<file path="config.mk">
export PLATFORM = sky130hd
export DESIGN_NAME = cascaded_attitude_pid_core
export DESIGN_NICKNAME = d
export VERILOG_FILES = /design/src/sv/cap_pkg.sv /design/src/sv/cap_serial_mul.sv /design/src/sv/cascaded_attitude_pid_core.sv
export VERILOG_INCLUDE_DIRS = /design/src /design/src/sv
export SDC_FILE = /design/constraint.sdc
export NUM_CORES = 2
export LEC_CHECK = 0
export ABC_AREA = 1
export BUFFER_PORTS_ARGS = -buffer_cell sky130_fd_sc_hd__clkbuf_2
export CORE_MARGIN = 10
export CORE_UTILIZATION = 65
export DETAILED_ROUTE_END_ITERATION = 8
export PLACE_DENSITY_LB_ADDON = 0.05
export SLEW_MARGIN = 10
export SYNTH_ARGS = -nofsm -noshare
export SYNTH_HDL_FRONTEND = slang
export SYNTH_SLANG_ARGS = --single-unit
</file>
<file path="constraint.sdc">
create_clock -name clk_i -period 20.7 [get_ports clk_i]
set_input_delay 2.07 -clock clk_i [delete_from_list [all_inputs] [get_ports clk_i]]
set_output_delay 2.07 -clock clk_i [all_outputs]
set_load 0.02 [all_outputs]
</file>
<file path="src/sv/cascaded_attitude_pid_core_macros.svh">
// Assertion macros shared by the cascaded attitude PID RTL.
// Included by the modules that carry concurrent assertions.
`ifndef CASCADED_ATTITUDE_PID_CORE_MACROS_SVH
`define CASCADED_ATTITUDE_PID_CORE_MACROS_SVH

// Implication checked on every clock edge outside reset.
`define CAP_ASSERT_IMPL(label, clk, rst_n, ante, cons) \
  label: assert property (@(posedge clk) disable iff (!rst_n) (ante) |-> (cons)) \
    else $error("%m: check failed");

// Next-cycle implication checked outside reset.
`define CAP_ASSERT_NEXT(label, clk, rst_n, ante, cons) \
  label: assert property (@(posedge clk) disable iff (!rst_n) (ante) |=> (cons)) \
    else $error("%m: check failed");

`endif

</file>
<file path="src/sv/cap_pkg.sv">
// Shared types and constants of the cascaded attitude PID core.
// No dependencies.
`timescale 1ns / 1ps
package cap_pkg;
  localparam int unsigned NumRegs = 8;
  localparam int unsigned CfgIdxW = 3;
  localparam int unsigned CfgDataW = 64;
  localparam int unsigned DriveW = 24;
  localparam int unsigned AccW = 48;
  localparam int unsigned OpW = 34;

  typedef enum logic [CfgIdxW-1:0] {
    RegPGain = 3'd0, RegIGain = 3'd1, RegDGain = 3'd2, RegPitchSp = 3'd3,
    RegAirSp = 3'd4, RegAirThr = 3'd5, RegAttLim = 3'd6, RegAirLim = 3'd7
  } reg_idx_e;

  // Start request to the serial multiplier.
  typedef struct packed {
    logic                  start;
    logic signed [15:0]    mcand;
    logic signed [OpW-1:0] mplier;
  } mul_req_t;

  localparam logic signed [15:0] PitchSpReset = -16'sd1280;
  localparam logic signed [15:0] AirSpReset = 16'sd3840;
  localparam logic [14:0] AirThrReset = 15'd1024;
  localparam logic [15:0] AttLimReset = 16'd32000;
  localparam logic [15:0] AirLimReset = 16'd256;
endpackage

</file>
<file path="src/sv/cap_serial_mul.sv">
// Bit-serial signed multiplier: 16-bit multiplicand by a signed multiplier.
// Uses cap_pkg; one multiplier bit per cycle, all OpW bits per product.
`timescale 1ns / 1ps
module cap_serial_mul
  import cap_pkg::*;
(
  input  logic                  clk_i,
  input  logic                  rst_ni,
  input  mul_req_t              req_i,
  output logic                  done_o,
  output logic signed [AccW-1:0] prod_o
);
  localparam int unsigned CntW = $clog2(OpW + 1);

  logic                   busy_q, busy_d;
  logic [CntW-1:0]        cnt_q, cnt_d;
  logic signed [OpW-1:0]  mpl_q, mpl_d;
  logic signed [AccW-1:0] mcd_q, mcd_d;
  logic signed [AccW-1:0] acc_q, acc_d;
  logic                   done_q, done_d;

  // Shift-and-add; the top multiplier bit has negative weight.
  always_comb begin
    busy_d = busy_q;
    cnt_d  = cnt_q;
    mpl_d  = mpl_q;
    mcd_d  = mcd_q;
    acc_d  = acc_q;
    done_d = 1'b0;
    if (req_i.start) begin
      busy_d = 1'b1;
      cnt_d  = '0;
      mpl_d  = req_i.mplier;
      mcd_d  = AccW'(req_i.mcand);
      acc_d  = '0;
    end else if (busy_q) begin
      if (mpl_q[0]) begin
        if (cnt_q == CntW'(OpW - 1)) acc_d = acc_q - mcd_q;
        else acc_d = acc_q + mcd_q;
      end
      mpl_d = mpl_q >>> 1;
      mcd_d = mcd_q <<< 1;
      cnt_d = cnt_q + 1'b1;
      if (cnt_q == CntW'(OpW - 1)) begin
        busy_d = 1'b0;
        done_d = 1'b1;
      end
    end
  end

  always_ff @(posedge clk_i or negedge rst_ni) begin
    if (!rst_ni) begin
      busy_q <= 1'b0;
      cnt_q  <= '0;
      done_q <= 1'b0;
    end else begin
      busy_q <= busy_d;
      cnt_q  <= cnt_d;
      done_q <= done_d;
    end
  end

  always_ff @(posedge clk_i) begin
    mpl_q <= mpl_d;
    mcd_q <= mcd_d;
    acc_q <= acc_d;
  end

  assign done_o = done_q;
  assign prod_o = acc_q;
endmodule

</file>
<file path="src/sv/cascaded_attitude_pid_core.sv">
// Cascaded attitude PID core: top level with sequencer and state.
// Uses cap_pkg, cap_serial_mul and the assertion macro header.
//
// Usage: one sensor sample enters on the in channel (in_valid_i/in_stall_o)
// and one result with three drives and pitot_active leaves on the out
// channel (out_valid_o/out_stall_i). Each channel accepts an item at an
// edge where valid is high and stall low.
// One item runs 3 PID lanes, or 4 when the airspeed loop is active. Each
// lane takes three products (P, I, then D) from a single bit-serial
// multiplier, then a finishing state. The result becomes valid after the
// finishing state of the last lane, and the next item is accepted only
// once the result has been taken and the sequencer is back in idle, so
// the shared serial multiplier bounds the item rate.
// The result sits in an output register; while the receiver stalls it holds
// and the block does not take a new item until it has been taken.
// Reset clears integrators and smoothing history, loads register defaults
// and sets the pitch target to the pitch setpoint. Configuration is written
// through cfg_we_i/cfg_idx_i/cfg_data_i; the user must write it only while
// the block is idle, which the block itself does not enforce.
`timescale 1ns / 1ps
`include "cascaded_attitude_pid_core_macros.svh"
module cascaded_attitude_pid_core
  import cap_pkg::*;
(
  input  logic                 clk_i,
  input  logic                 rst_ni,
  input  logic                 cfg_we_i,
  input  logic [CfgIdxW-1:0]   cfg_idx_i,
  input  logic [CfgDataW-1:0]  cfg_data_i,
  input  logic                 in_valid_i,
  output logic                 in_stall_o,
  input  logic                 pitot_en_i,
  input  logic signed [15:0]   pitch_angle_i,
  input  logic signed [15:0]   pitch_rate_i,
  input  logic signed [15:0]   roll_angle_i,
  input  logic signed [15:0]   roll_rate_i,
  input  logic signed [15:0]   yaw_angle_i,
  input  logic signed [15:0]   yaw_rate_i,
  input  logic signed [15:0]   measured_airspeed_i,
  output logic                 out_valid_o,
  input  logic                 out_stall_i,
  output logic signed [23:0]   pitch_drive_o,
  output logic signed [23:0]   roll_drive_o,
  output logic signed [23:0]   yaw_drive_o,
  output logic                 pitot_active_o
);
  localparam logic [2:0] StIdle = 3'd0;
  localparam logic [2:0] StMulP = 3'd1;
  localparam logic [2:0] StMulI = 3'd2;
  localparam logic [2:0] StMulD = 3'd3;
  localparam logic [2:0] StFin  = 3'd4;
  localparam logic [2:0] StOut  = 3'd5;

  // Configuration registers.
  logic [63:0]        pg_q, ig_q, dg_q;
  logic signed [15:0] psp_q, asp_q;
  logic [14:0]        thr_q;
  logic [15:0]        alim_q, slim_q;

  // Controller state.
  logic signed [31:0]       integ_q [4];
  logic signed [DriveW-1:0] prev_q [3];
  logic signed [DriveW-1:0] tgt_q;

  // Sequencer state and captured sample.
  logic [2:0]          st_q, st_d;
  logic [1:0]          lane_q, lane_d;
  logic                pitot_q;
  logic                active_q;
  logic signed [15:0]  ang_q [3];
  logic signed [15:0]  rate_q [3];
  logic signed [15:0]  air_q;
  logic signed [AccW-1:0] sum_q;
  logic signed [DriveW-1:0] drv_q [3];
  logic                out_valid_q;

  mul_req_t               mreq, mreq_k;
  logic                   mdone;
  logic signed [AccW-1:0] mprod;

  cap_serial_mul u_mul (
    .clk_i (clk_i), .rst_ni(rst_ni), .req_i(mreq_k), .done_o(mdone), .prod_o(mprod)
  );

  // Lane operands.
  logic signed [15:0] pg_l, ig_l, dg_l;
  logic signed [OpW-1:0] err_l;
  logic signed [15:0] rate_l;
  logic [15:0] lim_l;
  always_comb begin
    pg_l   = pg_q[16*lane_q +: 16];
    ig_l   = ig_q[16*lane_q +: 16];
    dg_l   = dg_q[16*lane_q +: 16];
    lim_l  = (lane_q == 2'd3) ? slim_q : alim_q;
    rate_l = (lane_q == 2'd3) ? 16'sd0 : rate_q[lane_q];
    if (lane_q == 2'd3) err_l = OpW'(asp_q) - OpW'(air_q);
    else if (lane_q == 2'd0) err_l = OpW'(tgt_q) - OpW'(ang_q[0]);
    else err_l = -OpW'(ang_q[lane_q]);
  end

  // Integrator step and clamp from the I product.
  logic signed [AccW-1:0] int_new, lim_w;
  logic signed [31:0]     int_clamped;
  always_comb begin
    lim_w   = AccW'({1'b0, lim_l, 8'd0});
    int_new = AccW'(integ_q[lane_q]) + (mprod >>> 8);
    if (int_new > lim_w) int_clamped = 32'(lim_w);
    else if (int_new < -lim_w) int_clamped = 32'(-lim_w);
    else int_clamped = int_new[31:0];
  end

  // Raw drive, saturation and smoothing.
  logic signed [AccW-1:0]   acc_sh;
  logic signed [DriveW-1:0] raw_sat;
  logic signed [DriveW+2:0] smooth;
  always_comb begin
    acc_sh = (sum_q + (mprod <<< 2)) >>> 8;
    if (acc_sh > AccW'(24'sh7FFFFF)) raw_sat = 24'sh7FFFFF;
    else if (acc_sh < -AccW'(25'sh800000)) raw_sat = 24'sh800000;
    else raw_sat = acc_sh[DriveW-1:0];
    smooth = ((DriveW+3)'(raw_sat) + (DriveW+3)'(3) * (DriveW+3)'(prev_q[lane_q[1:0] == 2'd3 ?
              2'd0 : lane_q])) >>> 2;
  end

  logic take_in;
  assign take_in = in_valid_i && !in_stall_o;
  assign in_stall_o = (st_q != StIdle);
  logic take_out;
  assign take_out = out_valid_q && !out_stall_i;
  logic airfast;
  assign airfast = measured_airspeed_i > $signed({1'b0, thr_q});

  // Multiplier requests for the I and D products, issued as the previous product completes.
  always_comb begin
    mreq.start  = 1'b0;
    mreq.mcand  = pg_l;
    mreq.mplier = err_l;
    st_d   = st_q;
    lane_d = lane_q;
    unique case (st_q)
      StIdle: if (take_in) begin
        st_d = StMulP;
        lane_d = (pitot_en_i && airfast) ? 2'd3 : 2'd0;
      end
      StMulP: if (mdone) begin
        st_d = StMulI;
        mreq.start = 1'b1; mreq.mcand = ig_l; mreq.mplier = err_l;
      end
      StMulI: if (mdone) begin
        st_d = StMulD;
        mreq.start = 1'b1; mreq.mcand = dg_l; mreq.mplier = OpW'(rate_l);
      end
      StMulD: if (mdone) st_d = StFin;
      StFin: begin
        if (lane_q == 2'd2) st_d = StOut;
        else begin
          st_d = StMulP;
          lane_d = (lane_q == 2'd3) ? 2'd0 : lane_q + 2'd1;
        end
      end
      StOut: if (!out_valid_q) st_d = StIdle;
      default: st_d = StIdle;
    endcase
    // No request is made from idle; the kick starts the first product of a fresh item.
    if (st_q == StIdle && take_in) mreq.start = 1'b0;
  end

  // A one-cycle kick starts the P product of each lane once its operands are set.
  logic kick_q;
  always_comb begin
    mreq_k = mreq;
    if (kick_q) begin
      mreq_k.start = 1'b1; mreq_k.mcand = pg_l; mreq_k.mplier = err_l;
    end
  end

  always_ff @(posedge clk_i or negedge rst_ni) begin
    if (!rst_ni) begin
      st_q <= StIdle;
      lane_q <= 2'd0;
      kick_q <= 1'b0;
      out_valid_q <= 1'b0;
      pg_q <= '0; ig_q <= '0; dg_q <= '0;
      psp_q <= PitchSpReset; asp_q <= AirSpReset; thr_q <= AirThrReset;
      alim_q <= AttLimReset; slim_q <= AirLimReset;
      for (int k = 0; k < 4; k++) integ_q[k] <= '0;
      for (int k = 0; k < 3; k++) prev_q[k] <= '0;
      tgt_q <= DriveW'(PitchSpReset);
    end else begin
      st_q <= st_d;
      lane_q <= lane_d;
      kick_q <= ((st_q == StIdle) && take_in) || ((st_q == StFin) && (lane_q != 2'd2));
      if (take_out) out_valid_q <= 1'b0;
      if (cfg_we_i) begin
        unique case (reg_idx_e'(cfg_idx_i))
          RegPGain: pg_q <= cfg_data_i;
          RegIGain: ig_q <= cfg_data_i;
          RegDGain: dg_q <= cfg_data_i;
          RegPitchSp: begin
            psp_q <= cfg_data_i[15:0];
            tgt_q <= DriveW'($signed(cfg_data_i[15:0]));
          end
          RegAirSp: asp_q <= cfg_data_i[15:0];
          RegAirThr: thr_q <= cfg_data_i[14:0];
          RegAttLim: alim_q <= cfg_data_i[15:0];
          RegAirLim: slim_q <= cfg_data_i[15:0];
          default: ;
        endcase
      end
      if (take_in && pitot_en_i && !airfast) tgt_q <= DriveW'(psp_q);
      if (st_q == StMulI && mdone) integ_q[lane_q] <= int_clamped;
      if (st_q == StFin) begin
        if (lane_q == 2'd3) tgt_q <= raw_sat;
        else prev_q[lane_q] <= smooth[DriveW-1:0];
        if (lane_q == 2'd2) out_valid_q <= 1'b1;
      end
    end
  end

  // Sample capture, partial sums and output drives.
  always_ff @(posedge clk_i) begin
    if (take_in) begin
      pitot_q <= pitot_en_i;
      active_q <= pitot_en_i && airfast;
      ang_q[0] <= pitch_angle_i; rate_q[0] <= pitch_rate_i;
      ang_q[1] <= roll_angle_i;  rate_q[1] <= roll_rate_i;
      ang_q[2] <= yaw_angle_i;   rate_q[2] <= yaw_rate_i;
      air_q <= measured_airspeed_i;
    end
    if (st_q == StMulP && mdone) sum_q <= mprod;
    if (st_q == StMulI && mdone) sum_q <= sum_q + AccW'(int_clamped);
    if (st_q == StFin && lane_q != 2'd3) drv_q[lane_q] <= smooth[DriveW-1:0];
  end

  // The FSM feeds the multiplier; the kick covers each P product.
  assign pitch_drive_o = drv_q[0];
  assign roll_drive_o = drv_q[1];
  assign yaw_drive_o = drv_q[2];
  assign pitot_active_o = active_q;
  assign out_valid_o = out_valid_q;

  `CAP_ASSERT_IMPL(a_busy_stall, clk_i, rst_ni, st_q != StIdle, in_stall_o)
  `CAP_ASSERT_IMPL(a_valid_busy, clk_i, rst_ni, out_valid_q, st_q != StIdle)
  `CAP_ASSERT_NEXT(a_fin_valid, clk_i, rst_ni, st_q == StFin && lane_q == 2'd2,
                   out_valid_q)
  `CAP_ASSERT_IMPL(a_pitot, clk_i, rst_ni, out_valid_q && active_q, pitot_q)
endmodule

</file>
**After elaboration in Yosys (flattened, before gate mapping)**

Memories as Yosys holds them, arrays and structs flattened.
Index checks and enable logic that the tools add are counted.

- Input port bits: 185
- RAM bits: 168
- Register bits after elaboration: 705
- Bits in latches: 0
- Output and inout bits: 75
- Memories kept: 3
- Memory bits (read-only): 0
- Word-level logic and storage cells: 182

Memories:

| name | depth | width | rd ports | clocked after memory_dff | write ports | RTL line | RTL |
|---|---|---|---|---|---|---|---|
| drv_q | 3 | 24 | 3 | 0 | 1 | cascaded_attitude_pid_core.sv:74 | `logic signed [DriveW-1:0] drv_q [3];` |
| ang_q | 3 | 16 | 2 | 0 | 3 | cascaded_attitude_pid_core.sv:70 | `logic signed [15:0] ang_q [3];` |
| rate_q | 3 | 16 | 1 | 0 | 3 | cascaded_attitude_pid_core.sv:71 | `logic signed [15:0] rate_q [3];` |

- Eq/ne operators: 23
- Reduce and logical (&&, ||, !) cells: 34
- Bitwise operators: 3
- Divide/modulo/power cells: 0
- Add/sub/neg operators: 12
- Shifts and indexed selects: 3
- Multiplexer cells: 65
- Multiply operators: 1
- $lt $le $gt $ge: 8

Operators by type and width:

| cell | count |
|---|---|
| 24-bit two-way mux | 10 |
| 48-bit two-way mux | 5 |
| 64-bit by 7-bit variable part select with 16-bit output | 3 |
| 32-bit two-way mux | 5 |
| 51-bit two-way mux | 3 |
| 128-bit bitwise mux | 1 |
| 34-bit two-way mux | 3 |
| 51-bit one-hot mux with 2 select lines | 1 |
| 48-bit adder | 2 |
| 72-bit bitwise mux | 1 |
| 32-bit binary-select mux with 2-bit select | 1 |
| 32-bit demux with 2-bit select | 1 |
| 48-bit by 32-bit adder with 48-bit output | 1 |
| 24-bit binary-select mux with 2-bit select | 1 |
| 24-bit demux with 2-bit select | 1 |
| 41-bit by 48-bit less-than comparator with 1-bit output | 1 |
| 24-bit negation with 48-bit output | 1 |
| 48-bit subtractor | 1 |
| 32-bit by 40-bit adder with 41-bit output | 1 |
| 41-bit by 25-bit > comparator with 1-bit output | 1 |
| 40-bit by 24-bit > comparator with 1-bit output, second input constant | 1 |
| 40-bit by 24-bit less-than comparator with 1-bit output, second input constant | 1 |
| 16-bit negation with 34-bit output | 1 |
| 33-bit two-way mux | 1 |
| other kinds (35) | 101 |

**Depth between registers and ports, before layout**

- Depth after elaboration: 10
- Gate-level depth with buffers: 65
- Mapped depth without buffers: 58

**Hierarchy**

A second synthesis with hierarchy kept.

- Cell total of the unflattened synthesis: 7663
- Area total of the unflattened synthesis: 57073.5 sq um

By module, submodules not included:

| module | cells an instance | area an instance (sq um) | seq. area each (sq um) | instances |
|---|---|---|---|---|
| cascaded_attitude_pid_core | 6161 | 46887.5 | 19601.3 | 1 |
| cap_serial_mul | 1502 | 10186.0 | 3623.5 | 1 |

**Least setup slack after synthesis**

OpenSTA, ideal clock, no wires.

- Path type: input-to-reg
- Start point: in in_valid_i
- End point: reg u_mul.mcd_q[38] (data pin)
- Stages on the path: 6
- Path buffers: 1
- Path slack: 11.922 ns
- Arrival: 8.506 ns
- Path through: inv_1 > nor2_1 > nor3_1 > a22oi_1 > clkbuf_1 > o21ai_0

- Cells in the longest elaborated chain, start to end: 5

RTL lines:

| item | RTL line | RTL |
|---|---|---|
| from (decl) | cascaded_attitude_pid_core.sv:30 | `input logic in_valid_i,` |
| 1-bit logical AND | cascaded_attitude_pid_core.sv:126 | `assign take_in = in_valid_i && !in_stall_o;` |
| via take_in | cascaded_attitude_pid_core.sv:125 | `logic take_in;` |
| 1-bit logical AND | cascaded_attitude_pid_core.sv:165 | `if (st_q == StIdle && take_in) mreq.start = 1'b0;` |
| 1-bit two-way mux | cascaded_attitude_pid_core.sv:165 |  |
| 51-bit two-way mux | cascaded_attitude_pid_core.sv:172 | `if (kick_q) begin` |
| 48-bit two-way mux | cap_serial_mul.sv:30 | `if (req_i.start) begin` |
| via u_mul.mcd_d[38] | cap_serial_mul.sv:18 | `logic signed [AccW-1:0] mcd_q, mcd_d;` |
| to (signal assigned) | cap_serial_mul.sv:65 | `mcd_q <= mcd_d;` |
| to (decl) | cap_serial_mul.sv:18 |  |

The timed path passes the listed nets, and every way through them passes these cells.
A chain may end at the register's enable or synchronous reset.

**Worst setup path in the final report**

- Start point: reg lane_q[1]
- End point: reg sum_q[47] (data pin)

- Cells in the longest elaborated chain, start to end: 10
- Elaborated cells on any way between the ends: 14
- Classes of those cells: 3 x add/sub; 2 x order compare; 1 x eq/ne; 7 x mux; 1 x bitwise

RTL lines:

| item | RTL line | RTL |
|---|---|---|
| from (decl) | cascaded_attitude_pid_core.sv:67 | `logic [1:0] lane_q, lane_d;` |
| from (signal assigned) | cascaded_attitude_pid_core.sv:191 | `lane_q <= lane_d;` |
| 2-bit inverter with 3-bit output (not written as such) | cascaded_attitude_pid_core.sv:106 | `int_new = AccW'(integ_q[lane_q]) + (mprod >>> 8);` |
| 32-bit binary-select mux with 2-bit select | cascaded_attitude_pid_core.sv:106 |  |
| 32-bit two-way mux (not written as such) (2 in series) | cascaded_attitude_pid_core.sv:106 |  |
| 32-bit by 40-bit adder with 41-bit output | cascaded_attitude_pid_core.sv:106 |  |
| 41-bit by 48-bit less-than comparator with 1-bit output | cascaded_attitude_pid_core.sv:108 | `else if (int_new < -lim_w) int_clamped = 32'(-lim_w);` |
| 32-bit two-way mux | cascaded_attitude_pid_core.sv:108 |  |
| 32-bit two-way mux (*) | cascaded_attitude_pid_core.sv:107 | `if (int_new > lim_w) int_clamped = 32'(lim_w);` |
| via int_clamped[4] | cascaded_attitude_pid_core.sv:103 | `logic signed [31:0] int_clamped;` |
| 48-bit by 32-bit adder with 48-bit output (*) | cascaded_attitude_pid_core.sv:231 | `if (st_q == StMulI && mdone) sum_q <= sum_q + AccW'(int_clamped);` |
| 48-bit two-way mux (*) | cascaded_attitude_pid_core.sv:231 |  |
| to (signal assigned) | cascaded_attitude_pid_core.sv:230 | `if (st_q == StMulP && mdone) sum_q <= mprod;` |
| to (signal assigned) | cascaded_attitude_pid_core.sv:231 |  |
| to (decl) | cascaded_attitude_pid_core.sv:73 | `logic signed [AccW-1:0] sum_q;` |

The timed path passes the listed nets; every way through them passes the cells marked *. The select of a mux whose other input is x is not followed.

==> impl_metrics.toml <==
[outcome]
status = "finished, final reports clean"

[synthesis]
syn_avg_cell_area_um2 = 7.54
synthArstFlopShare = 0.584
synth.net_count = 8073
netlist_area_um2 = 56600
syn-instance-count = 7510
synth_edf_count = 315
synthDistinctLibCells = 72
synth_seq_area_share = 0.410
ys.flop_type = "dfrtp_1"
yosysWarnings = 0
ys_ff_latch = 873

[routing]
post_drt_wl_per_cell_um = 20.5
vias_per_cell = 5.93
drt_iter0_drc = 6499
num_vias = 52800
drtPass1Iterations = 6
postRouteAntennaNets = 0
drt-total-wl_um = 183000
drc = 0

[global_route]
grt_util_met2 = 0.553
grt_overflow = 0
grt_max_degree = 193
met1_usage = 0.493
busiest_layer = "met2"
antenna_found_initial = 7
gr-usage-met3 = 0.0662
track_usage = 0.361
grt_pass1_wl_um = 282000
grt_pass1_vias = 49500

[timing]
slew_viol_final = 0
rsz0062_at_grt = "no"
worst_slew_pin_slew_ns = 1.26
hold_viol = 0
clock-skew-final_ns = 0.0353
setup_viol = 0
fmax_ghz = 0.0918
relSlewSlack = 0.151
min_period_over_period = 0.526
finalSetupTns_ns = 0
period_needed_ns = 10.89

[worst_hold_path]
hp-class = "reg2reg"

[finish]
drive_above_1_share = 0.0767
layout.nets = 8225
fillCellCount = 7080
syn2layout_area_growth_pct = 9.08

[floorplanning]
io_pins = 260
initial_core_util = 0.654
rows = 108
die_x_um = 315
core_area_um2 = 86600
die_h_um = 315
dieArea_um2 = 99300

[worst_setup_path]
path_class = "reg2reg"
crit_path_max_fanout = 82
cp_slowest_cell = "buf_4"
worstPathArrival_ns = 11.33
cp_common_cell = "nand2_1"
critPathLaunchType = "flip-flop"
path_buf_inv = 6
critPathMaxStageDelay_ns = 0.89
crit_required_ns = 21.14
cp_top_family = "simple AND/OR/NAND/NOR gates"
endpoint_kind = "flip-flop"

[clock_tree]
cts_root_buf = "clkbuf_16"
cts_tree = "built"
worstSkewPairLatency_ns = 0.71
clock_sinks = 873
cts.reportedPaths.clkPinSlew_ns = 0.06
cts_setup_buffers = 0
cts_hold_buffers = 0
cts_max_level = 3
cts_buffers = 91
cts_buffer_depth = 3
ctsResizeCount = 0

[placement]
port_buffers = 259
globalplace.congestion = 1.07
dp_hpwl_um = 136000

[run]
maxCapViolations = 0
==> cells in the final DEF, fill, tap and decap left out, drive strengths merged, types with 8 or more instances in the layout <==
| cell type | instances |
|---|---|
| a31oi | 49 |
| o32ai | 17 |
| nand3 | 199 |
| a21o | 20 |
| nor3 | 59 |
| ha | 350 |
| a21oi | 457 |
| dfrtp | 476 |
| inv | 1032 |
| xor2 | 143 |
| fa | 28 |
| o22ai | 78 |
| nand4 | 42 |
| dfstp | 34 |
| o21ai | 933 |
| o21a | 30 |
| edfxtp | 315 |
| or2 | 31 |
| clkinv | 40 |
| o31ai | 8 |
| o21bai | 19 |
| o211ai | 60 |
| clkbuf | 387 |
| a211oi | 8 |
| o221ai | 12 |
| nand3b | 20 |
| nor4 | 11 |
| nand2 | 1935 |
| buf | 56 |
| a21boi | 10 |
| xnor2 | 64 |
| nor2 | 711 |
| dfxtp | 48 |
==> layer usage <==
metal | vias to the layer above | routed length [um]
met3 | 455 | 18300
met2 | 2713 | 80800
met5 | - | 13
met1 | 24600 | 74300
met4 | 2 | 9220
li1 | 25000 | -
==> area by class of cell <==
class	instances	area, um2	area share
well taps	1155	1450	0.0234
inverters	1033	3890	0.0629
repair buffers	314	1740	0.0282
clock buffers	129	2550	0.0413
flip-flops and latches	873	23200	0.376
multi-input cells	5349	28600	0.463
clock inverters	42	299	0.00484
diodes	6	15.0	0.000243
==> through the flow <==
| stage | instance area (um2) | hold slack [ns] | worst slack (ns) | instances | utilization |
|---|---|---|---|---|---|
| 2_1_floorplan | 56600 | 0.437 | 11.92 | 7510 | - |
| 3_3_place_gp | 58900 | 0.450 | 10.49 | 8724 | 0.680 |
| 3_5_place_dp | 58900 | 0.461 | 10.26 | 8724 | 0.680 |
| 4_1_cts | 61800 | 0.471 | 10.22 | 8895 | 0.713 |
| 5_1_grt | 61800 | 0.483 | 9.22 | 8900 | 0.713 |
| 6_report | 61800 | 0.474 | 9.81 | 8901 | 0.713 |
==> cell families (layout without fill, tap and decap cells) <==
family | after synthesis | count (layout) | share of synthesized area
simple gates | 3030 | 3030 | 0.215
mux | 1 | 1 | 0.000177
compound gates | 1733 | 1733 | 0.169
other cells | 0 | 6 | 0
xor+xnor | 207 | 207 | 0.0321
flops | 873 | 873 | 0.410
fa+ha+maj | 378 | 378 | 0.0872
buf+inv | 1288 | 1518 | 0.0868
==> cell usage after synthesis, types with 49 or more instances <==
master	count	area, um2
nor2_1	700	2630
o21ai_0	891	4460
o211ai_1	59	443
dfrtp_1	476	11900
edfxtp_1	315	9460
a31oi_1	49	307
xor2_1	142	1240
nor3_1	58	290
nand3_1	197	986
inv_1	1013	3800
xnor2_1	64	561
clkbuf_1	224	841
nand2_1	1928	7240
ha_1	350	4380
a21oi_1	452	2260
o22ai_1	78	488
==> path summary, 6_finish.rpt <==
check | slack (ns) | start | endpoint | cells past startpoint
worst max-delay path | 9.81 | lane_q[1] | sum_q[47] | 48
worst min-delay path | 0.47 | psp_q[9] | psp_q[9] | 2
worst max register to register | 9.81 | lane_q[1] | sum_q[47] | 48
worst min register to register | 0.47 | psp_q[9] | psp_q[9] | 2
max in group asynchronous | 16.34 | rst_ni | u_mul.cnt_q[1] | 4
min in group asynchronous | 1.39 | rst_ni | prev_q[15] | 1
==> sequential cells by signal (all words and copies together), names as in the netlist, 15 cells and up <==
signal and flops:
tgt_q 24, asp_q 16, u_mul.mcd_q 48, ig_q 64, dg_q 64, rate_q 48
ang_q 48, drv_q 72, air_q 16, sum_q 48, pg_q 64, integ_q 128
u_mul.prod_o 48, u_mul.mpl_q 34, psp_q 16, slim_q 16, alim_q 16, thr_q 15
prev_q 72
==> worst reg2reg max path: cells and delay by family (launching register included) <==
family,cells,cell delay (ns)
simple gates,25,3.65
compound gates,13,3.37
buf+inv,6,2.10
fa+ha+maj,3,0.88
flops,1,0.48
xor+xnor,1,0.18
Power is left out: the tool's default activity adds up to more than one toggle a clock period on the data nets, which glitch-free logic cannot reach.
